$ cat config.mk
export PLATFORM = sky130hd
export DESIGN_NAME = i2c_register_master
export DESIGN_NICKNAME = d
export VERILOG_FILES = /design/src/hw/rtl/i2cm_pkg.sv /design/src/hw/rtl/i2cm_seq.sv /design/src/hw/rtl/i2c_register_master.sv
export SDC_FILE = /design/constraint.sdc
export NUM_CORES = 1
export LEC_CHECK = 0
export BUFFER_PORTS_ARGS = -buffer_cell sky130_fd_sc_hd__buf_2
export CORE_AREA = 2 2 107 213
export CTS_CLUSTER_SIZE = 25
export DETAILED_ROUTE_END_ITERATION = 10
export DIE_AREA = 0 0 109 215
export GPL_TIMING_DRIVEN = 0
export PLACE_DENSITY = 0.67
export SLEW_MARGIN = 40
export SYNTH_ARGS = -nofsm -noshare
export SYNTH_HDL_FRONTEND = slang
export SYNTH_SLANG_ARGS = --single-unit
$ cat constraint.sdc
create_clock -name i_clk -period 4.2 [get_ports i_clk]
set_clock_uncertainty 0.15 [all_clocks]
set_input_delay 0.21 -clock i_clk [delete_from_list [all_inputs] [get_ports i_clk]]
set_output_delay 0.21 -clock i_clk [all_outputs]
set_load 0.01 [all_outputs]
$ cat src/hw/rtl/i2cm_pkg.sv
package i2cm_pkg;

    localparam int ADDR_W  = 7;
    localparam int REG_W   = 8;
    localparam int CNT_W   = 5;
    localparam int BYTE_W  = 8;
    localparam int BIT_W   = 4;
    localparam int BIDX_W  = 6;
    localparam int POLL_W  = 8;

    localparam logic [POLL_W-1:0] ACK_TIMEOUT_RST = 8'd200;

    localparam logic [1:0] REQ_TICK  = 2'd0;
    localparam logic [1:0] REQ_LOAD  = 2'd1;
    localparam logic [1:0] REQ_WRITE = 2'd2;
    localparam logic [1:0] REQ_READ  = 2'd3;

    typedef struct packed {
        logic [1:0]        req_type;
        logic [ADDR_W-1:0] dev_addr;
        logic [REG_W-1:0]  reg_addr;
        logic [CNT_W-1:0]  byte_count;
        logic [BYTE_W-1:0] data_byte;
        logic              sda_in;
    } t_item;

    typedef struct packed {
        logic              scl_out;
        logic              sda_out;
        logic [BYTE_W-1:0] read_byte;
        logic              read_valid;
        logic              done_res;
        logic              error;
        logic              busy_res;
    } t_result;

endpackage

$ cat src/hw/rtl/i2cm_seq.sv
module i2cm_seq
    import i2cm_pkg::*;
#(
    parameter int MAX_BYTES = 16
) (
    input  logic              i_clk,
    input  logic              i_rst_n,
    input  logic              i_cfg_wr_en,
    input  logic [POLL_W-1:0] i_cfg_wr_data,
    input  logic              i_step,
    input  t_item             i_item,
    output t_result           o_res
);

    localparam int AW = (MAX_BYTES > 1) ? $clog2(MAX_BYTES) : 1;
    localparam int LW = $clog2(MAX_BYTES + 1);
    localparam int IW = (AW > BIDX_W) ? AW : BIDX_W;

    typedef enum logic [4:0] {
        PH_IDLE, PH_START_A, PH_START_B, PH_TX_LOW, PH_TX_HIGH,
        PH_ACK_LOW, PH_ACK_HIGH, PH_ACK_POLL, PH_RX_LOW, PH_RX_HIGH,
        PH_RX_SAMPLE, PH_MACK_LOW, PH_MACK_HIGH, PH_MACK_END,
        PH_STOP_A, PH_STOP_B, PH_STOP_C
    } t_phase;

    t_phase             r_phase,   n_phase;
    logic [BIT_W-1:0]   r_bit_cnt, n_bit_cnt;
    logic [BIDX_W-1:0]  r_byte_idx, n_byte_idx;
    logic [BYTE_W-1:0]  r_shift,   n_shift;
    logic [LW-1:0]      r_load_idx, n_load_idx;
    logic               r_fail,    n_fail;
    logic [POLL_W-1:0]  r_poll,    n_poll;
    logic [ADDR_W-1:0]  r_addr,    n_addr;
    logic [REG_W-1:0]   r_reg,     n_reg;
    logic [CNT_W-1:0]   r_count,   n_count;
    logic               r_is_read, n_is_read;
    logic [POLL_W-1:0]  r_ack_timeout;
    t_result            r_res,     n_res;

    logic [BYTE_W-1:0]  r_wbuf [MAX_BYTES];
    logic               buf_we;
    logic [AW-1:0]      buf_waddr;
    logic [BIDX_W-1:0]  buf_j;
    logic [IW-1:0]      buf_j_ext;
    logic [BYTE_W-1:0]  buf_rdata;
    logic               ack_done;
    logic               last_byte;
    logic [BYTE_W-1:0]  rx_shift;
    logic [BIT_W-1:0]   bit_inc;

    assign buf_waddr = AW'(r_load_idx);
    assign buf_j     = r_byte_idx - BIDX_W'(1);
    assign buf_j_ext = IW'(buf_j);
    assign buf_rdata = (32'(buf_j) < MAX_BYTES) ? r_wbuf[buf_j_ext[AW-1:0]] : '0;
    assign last_byte = r_byte_idx >= BIDX_W'(r_count);
    assign rx_shift  = {r_shift[BYTE_W-2:0], i_item.sda_in};
    assign bit_inc   = r_bit_cnt + BIT_W'(1);

    always_comb begin
        n_phase    = r_phase;
        n_bit_cnt  = r_bit_cnt;
        n_byte_idx = r_byte_idx;
        n_shift    = r_shift;
        n_load_idx = r_load_idx;
        n_fail     = r_fail;
        n_poll     = r_poll;
        n_addr     = r_addr;
        n_reg      = r_reg;
        n_count    = r_count;
        n_is_read  = r_is_read;
        buf_we     = 1'b0;
        ack_done   = 1'b0;
        n_res      = '0;
        n_res.scl_out = 1'b1;
        n_res.sda_out = 1'b1;

        // Requests are only honoured while the bus is idle.
        if (r_phase == PH_IDLE) begin
            if (i_item.req_type == REQ_LOAD) begin
                if (32'(r_load_idx) < MAX_BYTES) begin
                    buf_we     = 1'b1;
                    n_load_idx = r_load_idx + LW'(1);
                end
            end else if (i_item.req_type == REQ_WRITE || i_item.req_type == REQ_READ) begin
                n_addr     = i_item.dev_addr;
                n_reg      = i_item.reg_addr;
                n_count    = (32'(i_item.byte_count) > MAX_BYTES) ? CNT_W'(MAX_BYTES)
                                                                  : i_item.byte_count;
                n_is_read  = i_item.req_type == REQ_READ;
                n_fail     = 1'b0;
                n_load_idx = '0;
                n_byte_idx = '0;
                n_bit_cnt  = '0;
                n_poll     = '0;
                n_phase    = PH_START_A;
            end
        end

        case (n_phase)
            PH_IDLE: begin
            end
            PH_START_A: begin
                n_phase = PH_START_B;
            end
            PH_START_B: begin
                n_res.sda_out = 1'b0;
                n_shift   = {r_addr, (r_is_read && r_byte_idx == BIDX_W'(2))};
                n_bit_cnt = '0;
                n_phase   = PH_TX_LOW;
            end
            PH_TX_LOW: begin
                n_res.scl_out = 1'b0;
                n_res.sda_out = r_shift[BYTE_W-1];
                n_phase = PH_TX_HIGH;
            end
            PH_TX_HIGH: begin
                n_res.sda_out = r_shift[BYTE_W-1];
                n_shift   = {r_shift[BYTE_W-2:0], 1'b0};
                n_bit_cnt = bit_inc;
                n_phase   = (bit_inc >= BIT_W'(8)) ? PH_ACK_LOW : PH_TX_LOW;
            end
            PH_ACK_LOW: begin
                n_res.scl_out = 1'b0;
                n_poll  = '0;
                n_phase = PH_ACK_HIGH;
            end
            PH_ACK_HIGH: begin
                n_phase = PH_ACK_POLL;
            end
            PH_ACK_POLL: begin
                if (!i_item.sda_in) begin
                    n_res.scl_out = 1'b0;
                    ack_done = 1'b1;
                end else if (r_poll >= r_ack_timeout) begin
                    n_fail = 1'b1;
                    n_res.scl_out = 1'b0;
                    ack_done = 1'b1;
                end else begin
                    n_poll = r_poll + POLL_W'(1);
                end
            end
            PH_RX_LOW: begin
                n_res.scl_out = 1'b0;
                n_phase = PH_RX_HIGH;
            end
            PH_RX_HIGH: begin
                n_phase = PH_RX_SAMPLE;
            end
            PH_RX_SAMPLE: begin
                n_res.scl_out = 1'b0;
                n_shift   = rx_shift;
                n_bit_cnt = bit_inc;
                if (bit_inc >= BIT_W'(8)) begin
                    n_res.read_byte  = rx_shift;
                    n_res.read_valid = 1'b1;
                    n_byte_idx = r_byte_idx + BIDX_W'(1);
                    n_phase    = PH_MACK_LOW;
                end else begin
                    n_phase = PH_RX_HIGH;
                end
            end
            PH_MACK_LOW: begin
                n_res.scl_out = 1'b0;
                n_res.sda_out = last_byte;
                n_phase = PH_MACK_HIGH;
            end
            PH_MACK_HIGH: begin
                n_res.sda_out = last_byte;
                n_phase = PH_MACK_END;
            end
            PH_MACK_END: begin
                n_res.scl_out = 1'b0;
                n_res.sda_out = last_byte;
                if (last_byte) begin
                    n_phase = PH_STOP_A;
                end else begin
                    n_bit_cnt = '0;
                    n_shift   = '0;
                    n_phase   = PH_RX_LOW;
                end
            end
            PH_STOP_A: begin
                n_res.scl_out = 1'b0;
                n_res.sda_out = 1'b0;
                n_phase = PH_STOP_B;
            end
            PH_STOP_B: begin
                n_res.sda_out = 1'b0;
                n_phase = PH_STOP_C;
            end
            PH_STOP_C: begin
                n_res.done_res = 1'b1;
                n_phase = PH_IDLE;
            end
            default: begin
                n_phase = PH_IDLE;
            end
        endcase

        // A finished acknowledge slot picks the next byte or bus condition.
        if (ack_done) begin
            if (!r_is_read) begin
                if (r_byte_idx < BIDX_W'(r_count) + BIDX_W'(1)) begin
                    n_byte_idx = r_byte_idx + BIDX_W'(1);
                    n_shift    = (r_byte_idx == '0) ? r_reg : buf_rdata;
                    n_bit_cnt  = '0;
                    n_phase    = PH_TX_LOW;
                end else begin
                    n_phase = PH_STOP_A;
                end
            end else if (r_byte_idx == '0) begin
                n_byte_idx = BIDX_W'(1);
                n_shift    = r_reg;
                n_bit_cnt  = '0;
                n_phase    = PH_TX_LOW;
            end else if (r_byte_idx == BIDX_W'(1)) begin
                n_byte_idx = BIDX_W'(2);
                n_phase    = PH_START_A;
            end else if (r_count == '0) begin
                n_phase = PH_STOP_A;
            end else begin
                n_byte_idx = '0;
                n_bit_cnt  = '0;
                n_shift    = '0;
                n_phase    = PH_RX_LOW;
            end
        end

        n_res.error    = n_fail;
        n_res.busy_res = n_phase != PH_IDLE;
    end

    always_ff @(posedge i_clk) begin
        if (!i_rst_n) begin
            r_phase       <= PH_IDLE;
            r_bit_cnt     <= '0;
            r_byte_idx    <= '0;
            r_shift       <= '0;
            r_load_idx    <= '0;
            r_fail        <= 1'b0;
            r_poll        <= '0;
            r_addr        <= '0;
            r_reg         <= '0;
            r_count       <= '0;
            r_is_read     <= 1'b0;
            r_ack_timeout <= ACK_TIMEOUT_RST;
        end else begin
            if (i_cfg_wr_en) begin
                r_ack_timeout <= i_cfg_wr_data;
            end
            if (i_step) begin
                r_phase    <= n_phase;
                r_bit_cnt  <= n_bit_cnt;
                r_byte_idx <= n_byte_idx;
                r_shift    <= n_shift;
                r_load_idx <= n_load_idx;
                r_fail     <= n_fail;
                r_poll     <= n_poll;
                r_addr     <= n_addr;
                r_reg      <= n_reg;
                r_count    <= n_count;
                r_is_read  <= n_is_read;
            end
        end
    end

    always_ff @(posedge i_clk) begin
        if (i_step) begin
            r_res <= n_res;
            if (buf_we) begin
                r_wbuf[buf_waddr] <= i_item.data_byte;
            end
        end
    end

    assign o_res = r_res;

endmodule

$ cat src/hw/rtl/i2c_register_master.sv
// I2C register master, stepped by one bus tick per input transaction.
// Input channel (i_in_valid / o_in_stall): each transaction carries a request
// code (tick, load a write byte, start write, start read), the start
// arguments, a byte for the write buffer and the sampled SDA level.
// Output channel (o_out_valid / i_out_stall): exactly one result per input
// transaction, with the SCL and SDA drive levels for the next half-bit, a
// received byte with its strobe, the stop strobe, the sticky error and busy.
// The ACK timeout register is written through i_cfg_wr_en / i_cfg_wr_data.
// A transaction lands in the input register, from which the sequencer runs
// once and loads the result register.
// Throughput is one transaction per cycle while the result is not stalled;
// the only loop is the sequencer step from its own state registers.
// A stalled result holds in the result register while one more transaction
// may wait in the input register; o_in_stall rises only when both are full.
// Reset leaves the sequencer idle, both registers empty and the timeout at
// 200 polls; the result register and the write buffer are left undefined.
module i2c_register_master
    import i2cm_pkg::*;
#(
    parameter int MAX_BYTES = 16
) (
    input  logic              i_clk,
    input  logic              i_rst_n,
    input  logic              i_cfg_wr_en,
    input  logic [POLL_W-1:0] i_cfg_wr_data,
    input  logic              i_in_valid,
    output logic              o_in_stall,
    input  logic [1:0]        i_req_type,
    input  logic [ADDR_W-1:0] i_dev_addr,
    input  logic [REG_W-1:0]  i_reg_addr,
    input  logic [CNT_W-1:0]  i_byte_count,
    input  logic [BYTE_W-1:0] i_data_byte,
    input  logic              i_sda_in,
    output logic              o_out_valid,
    input  logic              i_out_stall,
    output logic              o_scl_out,
    output logic              o_sda_out,
    output logic [BYTE_W-1:0] o_read_byte,
    output logic              o_read_valid,
    output logic              o_done_res,
    output logic              o_error,
    output logic              o_busy_res
);

    logic    r_in_valid;
    logic    r_out_valid;
    t_item   r_item;
    t_result res;
    logic    out_free;
    logic    step;

    assign out_free   = !r_out_valid || !i_out_stall;
    assign step       = r_in_valid && out_free;
    assign o_in_stall = r_in_valid && !out_free;

    always_ff @(posedge i_clk) begin
        if (!i_rst_n) begin
            r_in_valid  <= 1'b0;
            r_out_valid <= 1'b0;
        end else begin
            if (!o_in_stall) begin
                r_in_valid <= i_in_valid;
            end
            if (out_free) begin
                r_out_valid <= r_in_valid;
            end
        end
    end

    always_ff @(posedge i_clk) begin
        if (i_in_valid && !o_in_stall) begin
            r_item.req_type   <= i_req_type;
            r_item.dev_addr   <= i_dev_addr;
            r_item.reg_addr   <= i_reg_addr;
            r_item.byte_count <= i_byte_count;
            r_item.data_byte  <= i_data_byte;
            r_item.sda_in     <= i_sda_in;
        end
    end

    i2cm_seq #(
        .MAX_BYTES (MAX_BYTES)
    ) u_seq (
        .i_clk         (i_clk),
        .i_rst_n       (i_rst_n),
        .i_cfg_wr_en   (i_cfg_wr_en),
        .i_cfg_wr_data (i_cfg_wr_data),
        .i_step        (step),
        .i_item        (r_item),
        .o_res         (res)
    );

    assign o_out_valid  = r_out_valid;
    assign o_scl_out    = res.scl_out;
    assign o_sda_out    = res.sda_out;
    assign o_read_byte  = res.read_byte;
    assign o_read_valid = res.read_valid;
    assign o_done_res   = res.done_res;
    assign o_error      = res.error;
    assign o_busy_res   = res.busy_res;

endmodule
==> results.yml, run 1 <==
yosys:
  synth.distinct_cells: 71
  netlist_area_sq_mm: 0.0108
  synth-seq-cells: 241
  yosys.area.top_type_share: 0.483
  syn_area_per_cell_sq_um: 12.8
  seq_area_frac_synth: 0.609
  synthTopCellsByArea: "edfxtp_1 48%, dfxtp_1 13%, mux4_2 6.7%"
  synth-main-ff-cell: "edfxtp_1"
  synth_cells: 841
  synth_nets: 916
  async_flop_share: 0
  yosys.area.top_type: "edfxtp_1"
  synth_edf_count: 173
  yosysWarnings: 0
die:
  io_pins: 60
  die_h_microns: 215
  dieArea_sq_mm: 0.0234
  start_util: 0.492
  core_area_sq_mm: 0.0219
  num_rows: 77
  die_w_microns: 109
detailed_routing:
  vias: 7229
  first_pass_iters: 5
  routedWlPerCell_microns: 19.6
  vias_per_cell: 5.74
  finalWirelength_microns: 24700
  ant_nets: 0
  drc_errors: 0
  drt-initial-drc-count: 489
power:
  netSwitchingFraction: 0.218
  internal_power_mw: 3.74
  power.switching_mw: 1.04
  peakVddDrop_mv: 0.350
  report.power.total_mw: 4.78
  power-per-cell-area_mw_per_mm2: 379
  p_leak_nw: 4.43
  seqPwrFrac: 0.551
  p_clk_frac: 0.400
  p_comb_frac: 0.050
worst_setup_path:
  crit_path_start_kind: "register"
  cp_data_required_time_ns: 4.45
  arrival_ns: 4.24
  critPathCaptureType: "register"
  worstSetupPathType: "reg -> reg"
  cp_max_fo: 10
sta:
  timing.final.ws_setup_ns: 0.207
  timing.fmax_mhz: 250
  hold_viol_final: 0
  post-route-period-util: 0.951
  finalMaxSlewViolations: 0
  holdWs_ns: 0.137
  slew_headroom: 0.458
  fin_setup_tns_ns: 0
  setup_viol: 0
  worst_pin_slew_ns: 0.808
  min_period_ns: 3.99
  rsz0062_at_grt: "no"
layout:
  regMostFlops: "u_seq.r_wbuf"
  largest_reg_flops: 128
  fin_nets: 1042
  drive_above_1_share: 0.193
  finalInstanceArea_sq_mm: 0.0126
  multi_input_area_sq_mm: 0.00399
  antenna_cells: 0
  instances_no_fill: 1259
  seq_area_sq_mm: 0.00656
  post-route-util: 0.577
  area_delta_synth_final_pct: 17.3
  fillerInstances: 1710
place:
  dpl.hpwl_microns: 16800
  dp_cells: 1177
  io_buffers: 59
  pre_cts_ws_ns: -0.153
  placed_cell_area_sq_mm: 0.0115
  gp_congestion: 0.857
outcome:
  outcome: "complete, no violations"
cts:
  cts-htree-levels: 1
  cts_tree: "yes"
  clock_path_buffers: 3
  cts.sinks: 241
  clockRootBuffer: "clkbuf_16"
  clk_latency_ns: 0.52
  cts_made_buffers: 22
  cts_setup_buffers: 0
  clk_pin_slew_worst_paths_ns: 0.07
global_route:
  grt_max_degree: 24
  grt_pass1_vias: 7219
  antenna_found_initial: 0
  grt_pass1_wl_microns: 39100
  grt_usage: 0.218
  grt_overflow: 0
min_path:
  hold_class: "in -> reg"
run:
  maxCapViolCount: 0
[cells in the mapped netlist, types with 5 or more instances]
cell type,instances
a21oi_1,51
a222oi_1,7
a31oi_1,8
and2_1,11
and3_1,16
buf_2,6
clkbuf_1,29
dfxtp_1,68
edfxtp_1,173
ha_1,31
inv_1,27
mux2i_1,20
mux4_2,32
nand2_1,103
nand2b_1,8
nand3_1,22
nand4_1,5
nor2_1,51
nor2b_1,7
nor3_1,17
o211ai_1,6
o21a_1,10
o21ai_0,34
o22ai_1,7
xnor2_1,5
xor2_1,6
[repair_timing]
action / CTS / global route
hold buffers: 43 / 0
endpoints found under the hold margin: 52 / 0
gates resized for setup: 3 / 0
setup endpoints to repair: 6 / 2
cloned: 0 / 0
[worst paths after layout]
kind,slack [ns],to,startpoint,cells after the start
min reg2reg,0.31,u_seq.r_count[4],u_seq.r_count[4],2
min,0.14,u_seq.r_ack_timeout[3],i_cfg_wr_en,4
max reg2reg,0.21,u_seq.r_shift[6],u_seq.r_byte_idx[0],11
max,0.21,u_seq.r_shift[6],u_seq.r_byte_idx[0],11
[final cells by class]
class / instances / area share
tap: 276 / 0.0273
multi-input combinational: 527 / 0.316
buffer: 43 / 0.0159
clock buffer: 29 / 0.0489
inverter: 29 / 0.00862
sequential: 241 / 0.519
timing repair buffer: 103 / 0.0587
clock inverter: 11 / 0.00585
[placed cells by master, fill, tap and decap left out, drive strengths merged, types with 5 or more instances in the layout]
master       Yosys  final
edfxtp         173    173
nand2          103    103
buf             14     74
dfxtp           68     68
clkbuf          30     58
a21oi           52     52
nor2            51     51
dlygate4sd3      0     43
o21ai           38     38
mux4            32     32
ha              31     31
inv             28     29
nand3           22     22
mux2i           20     20
nor3            20     20
and3            16     16
and2            12     12
o21a            10     10
clkinv           1     10
a31oi            8      8
nand2b           8      8
o22ai            7      7
a222oi           7      7
nor2b            7      7
o211ai           6      6
xor2             6      6
nand4            5      5
xnor2            5      5
[power groups by stage]
| stage | logic (mW) | clock network (mW) | registers, mW |
|---|---|---|---|
| 3_3_place_gp | 0.196 | 0 | 2.68 |
| 4_1_cts | 0.235 | 1.96 | 2.63 |
| 5_1_grt | 0.263 | 2.04 | 2.64 |
| 3_5_place_dp | 0.203 | 0 | 2.68 |
| 6_report | 0.238 | 1.91 | 2.63 |
| 2_1_floorplan | 0.130 | 0 | 2.67 |
[logic make-up after synthesis]
kind of cell	synth area share
buf+inv	0.0286
simple gates	0.119
xor+xnor	0.00895
mux	0.0887
flops	0.609
fa+ha+maj	0.0360
compound gates	0.110
[worst max-delay path, cell delays in order, from the launching register on]
cell,delay [ns]
dfxtp_1,0.37
buf_2,0.36
buf_2,0.44
inv_1,0.27
ha_1,0.26
clkbuf_1,0.22
xor2_2,0.62
buf_4,0.34
mux2i_1,0.32
o22ai_1,0.17
o21ai_0,0.24
a21oi_1,0.10
[metal layers]
metal,GRT usage,vias to the layer above,part of all wire
met1,0.301,3510,0.42
met2,0.359,247,0.50
met5,0,-,0
li1,-,3429,-
met3,0.0246,43,0.054
met4,0.0654,0,0.026
Power figures use the tool's default switching activity.
==> run 2: changes to the inputs <==
--- a/config.mk
+++ b/config.mk
@@ -12,6 +12,7 @@
 export DIE_AREA = 0 0 109 215
 export GPL_TIMING_DRIVEN = 0
 export PLACE_DENSITY = 0.67
+export SETUP_SLACK_MARGIN = 0.5
 export SLEW_MARGIN = 40
 export SYNTH_ARGS = -nofsm -noshare
 export SYNTH_HDL_FRONTEND = slang
==> results.yml, run 2 (same netlist as run 1, synthesis figures left out) <==
worst_setup_path:
  cpMostUsedCell: "clkbuf_2"
  cp_data_required_time_ns: 4.45
  slowest_stage: "clkbuf_2"
  critPathCaptureType: "register"
  r2r_end: "u_seq.r_shift[6]"
  crit_path_start_kind: "register"
  rrSetupSlack_ns: 0.68
  reg2reg_depth: 11
  worstSetupPathType: "reg -> reg"
  cp_cell_sequence: "clkbuf_4 -> buf_6 -> inv_1 -> ha_1 -> clkbuf_2 -> clkbuf_2 -> mux4_2 -> mux2i_1 -> o22ai_1 -> o21ai_0 -> a21oi_1"
  max_stage_delay_ns: 0.42
  cp_max_fo: 10
  arrival_ns: 3.77
  rr_startpoint: "u_seq.r_byte_idx[0]"
outcome:
  outcome: "complete, no violations"
sta:
  setup_viol: 0
  post-route-period-util: 0.838
  fin_setup_tns_ns: 0
  slew_headroom: 0.461
  hold_viol_final: 0
  worst_pin_slew_ns: 0.804
  finalMaxSlewViolations: 0
  timing.fmax_mhz: 284
  holdWs_ns: 0.137
  rsz0062_at_grt: "no"
  timing.final.ws_setup_ns: 0.682
  min_period_ns: 3.52
die:
  dieArea_sq_mm: 0.0234
  die_h_microns: 215
  start_util: 0.492
  num_rows: 77
  core_area_sq_mm: 0.0219
  die_w_microns: 109
  io_pins: 60
min_path:
  min_to: "u_seq.r_ack_timeout[3]"
  hold_class: "in -> reg"
  hold_depth: 4
  hold_start: "i_cfg_wr_en"
detailed_routing:
  drc_errors: 0
  vias: 7245
  first_pass_iters: 7
  vias_per_cell: 5.75
  finalWirelength_microns: 24700
  routedWlPerCell_microns: 19.6
  drt-initial-drc-count: 624
  ant_nets: 0
place:
  placed_cell_area_sq_mm: 0.0115
  io_buffers: 59
  gp_congestion: 0.857
  pre_cts_ws_ns: -0.153
  dpl.hpwl_microns: 16800
run:
  maxCapViolCount: 0
layout:
  final_cell_mix: "173 x edfxtp_1, 103 x nand2_1, 68 x dfxtp_1"
  area_delta_synth_final_pct: 17.6
  largest_reg_flops: 128
  fillerInstances: 1703
  drive_above_1_share: 0.195
  regMostFlops: "u_seq.r_wbuf"
  fin_nets: 1043
  layout_commonest_cell: "edfxtp_1"
  finalInstanceArea_sq_mm: 0.0127
  antenna_cells: 0
global_route:
  grt_usage: 0.218
  antenna_found_initial: 0
  grt_pass1_wl_microns: 39100
  grt_max_degree: 24
  grt_overflow: 0
  grt_pass1_vias: 7213
cts:
  cts-htree-levels: 1
  clk_latency_ns: 0.52
  cts_tree: "yes"
  clockRootBuffer: "clkbuf_16"
  cts_setup_buffers: 0
  cts.sinks: 241
  clk_pin_slew_worst_paths_ns: 0.07
  cts_made_buffers: 22
  clock_path_buffers: 3
power:
  power-per-cell-area_mw_per_mm2: 378
  p_leak_nw: 4.43
  report.power.total_mw: 4.78
  peakVddDrop_mv: 0.346
[run 2: power by group]
group,internal (mW),switching [mW]
logic,0.101,0.138
registers,2.59,0.0404
clock network,1.05,0.866
total,3.74,1.04
[run 2: metrics by stage]
step	cells	utilization
after global placement	1176	0.522
after CTS	1260	0.577
after detailed placement	1177	0.525
after floorplan	841	-
after global routing	1260	0.579
final	1260	0.579
[run 2: worst max path at each step]
stage | start | to | slack (ns) | depth (start not counted)
finish | u_seq.r_byte_idx[0] | u_seq.r_shift[6] | 0.68 | 11
global placement | u_seq.r_byte_idx[0] | u_seq.r_shift[6] | -0.15 | 11
CTS | u_seq.r_byte_idx[0] | u_seq.r_shift[6] | 0.51 | 11
floorplan | u_seq.r_byte_idx[0] | u_seq.r_shift[7] | 1.20 | 10
detailed placement | u_seq.r_byte_idx[0] | u_seq.r_shift[6] | -0.15 | 11
global route | u_seq.r_byte_idx[0] | u_seq.r_shift[0] | 0.50 | 12
[run 2: layout make-up]
class | count | area, sq um | share of cell area
Sequential cell | 241 | 6560 | 0.518
Clock inverter | 11 | 73.8 | 0.00583
Multi-Input combinational cell | 527 | 4000 | 0.316
Timing Repair Buffer | 103 | 741 | 0.0585
Buffer | 44 | 214 | 0.0169
Clock buffer | 29 | 617 | 0.0487
Inverter | 29 | 109 | 0.00860
Tap cell | 276 | 345 | 0.0273
[run 2: timing repair]
action	in CTS	in global routing
pin swaps	0	0
endpoints found under the hold margin	52	0
resized for setup	7	2
hold buffers	43	0
setup endpoints to repair	9	6
[run 2: critical path, delay by kind of cell (launching register included)]
family / cells / cell delay [ns]
AO/OA/AOI/OAI: 3 / 0.50
multiplexers: 2 / 0.63
buffers and inverters: 5 / 1.41
adder cells (fa/ha/maj): 1 / 0.33
flip-flops: 1 / 0.37
[run 2: metal layers]
layer	global-route usage	wire [microns]	part of all wire
met3	0.0246	1300	0.053
met4	0.0607	543	0.022
met1	0.301	10500	0.42
met5	0	0	0
met2	0.362	12400	0.50
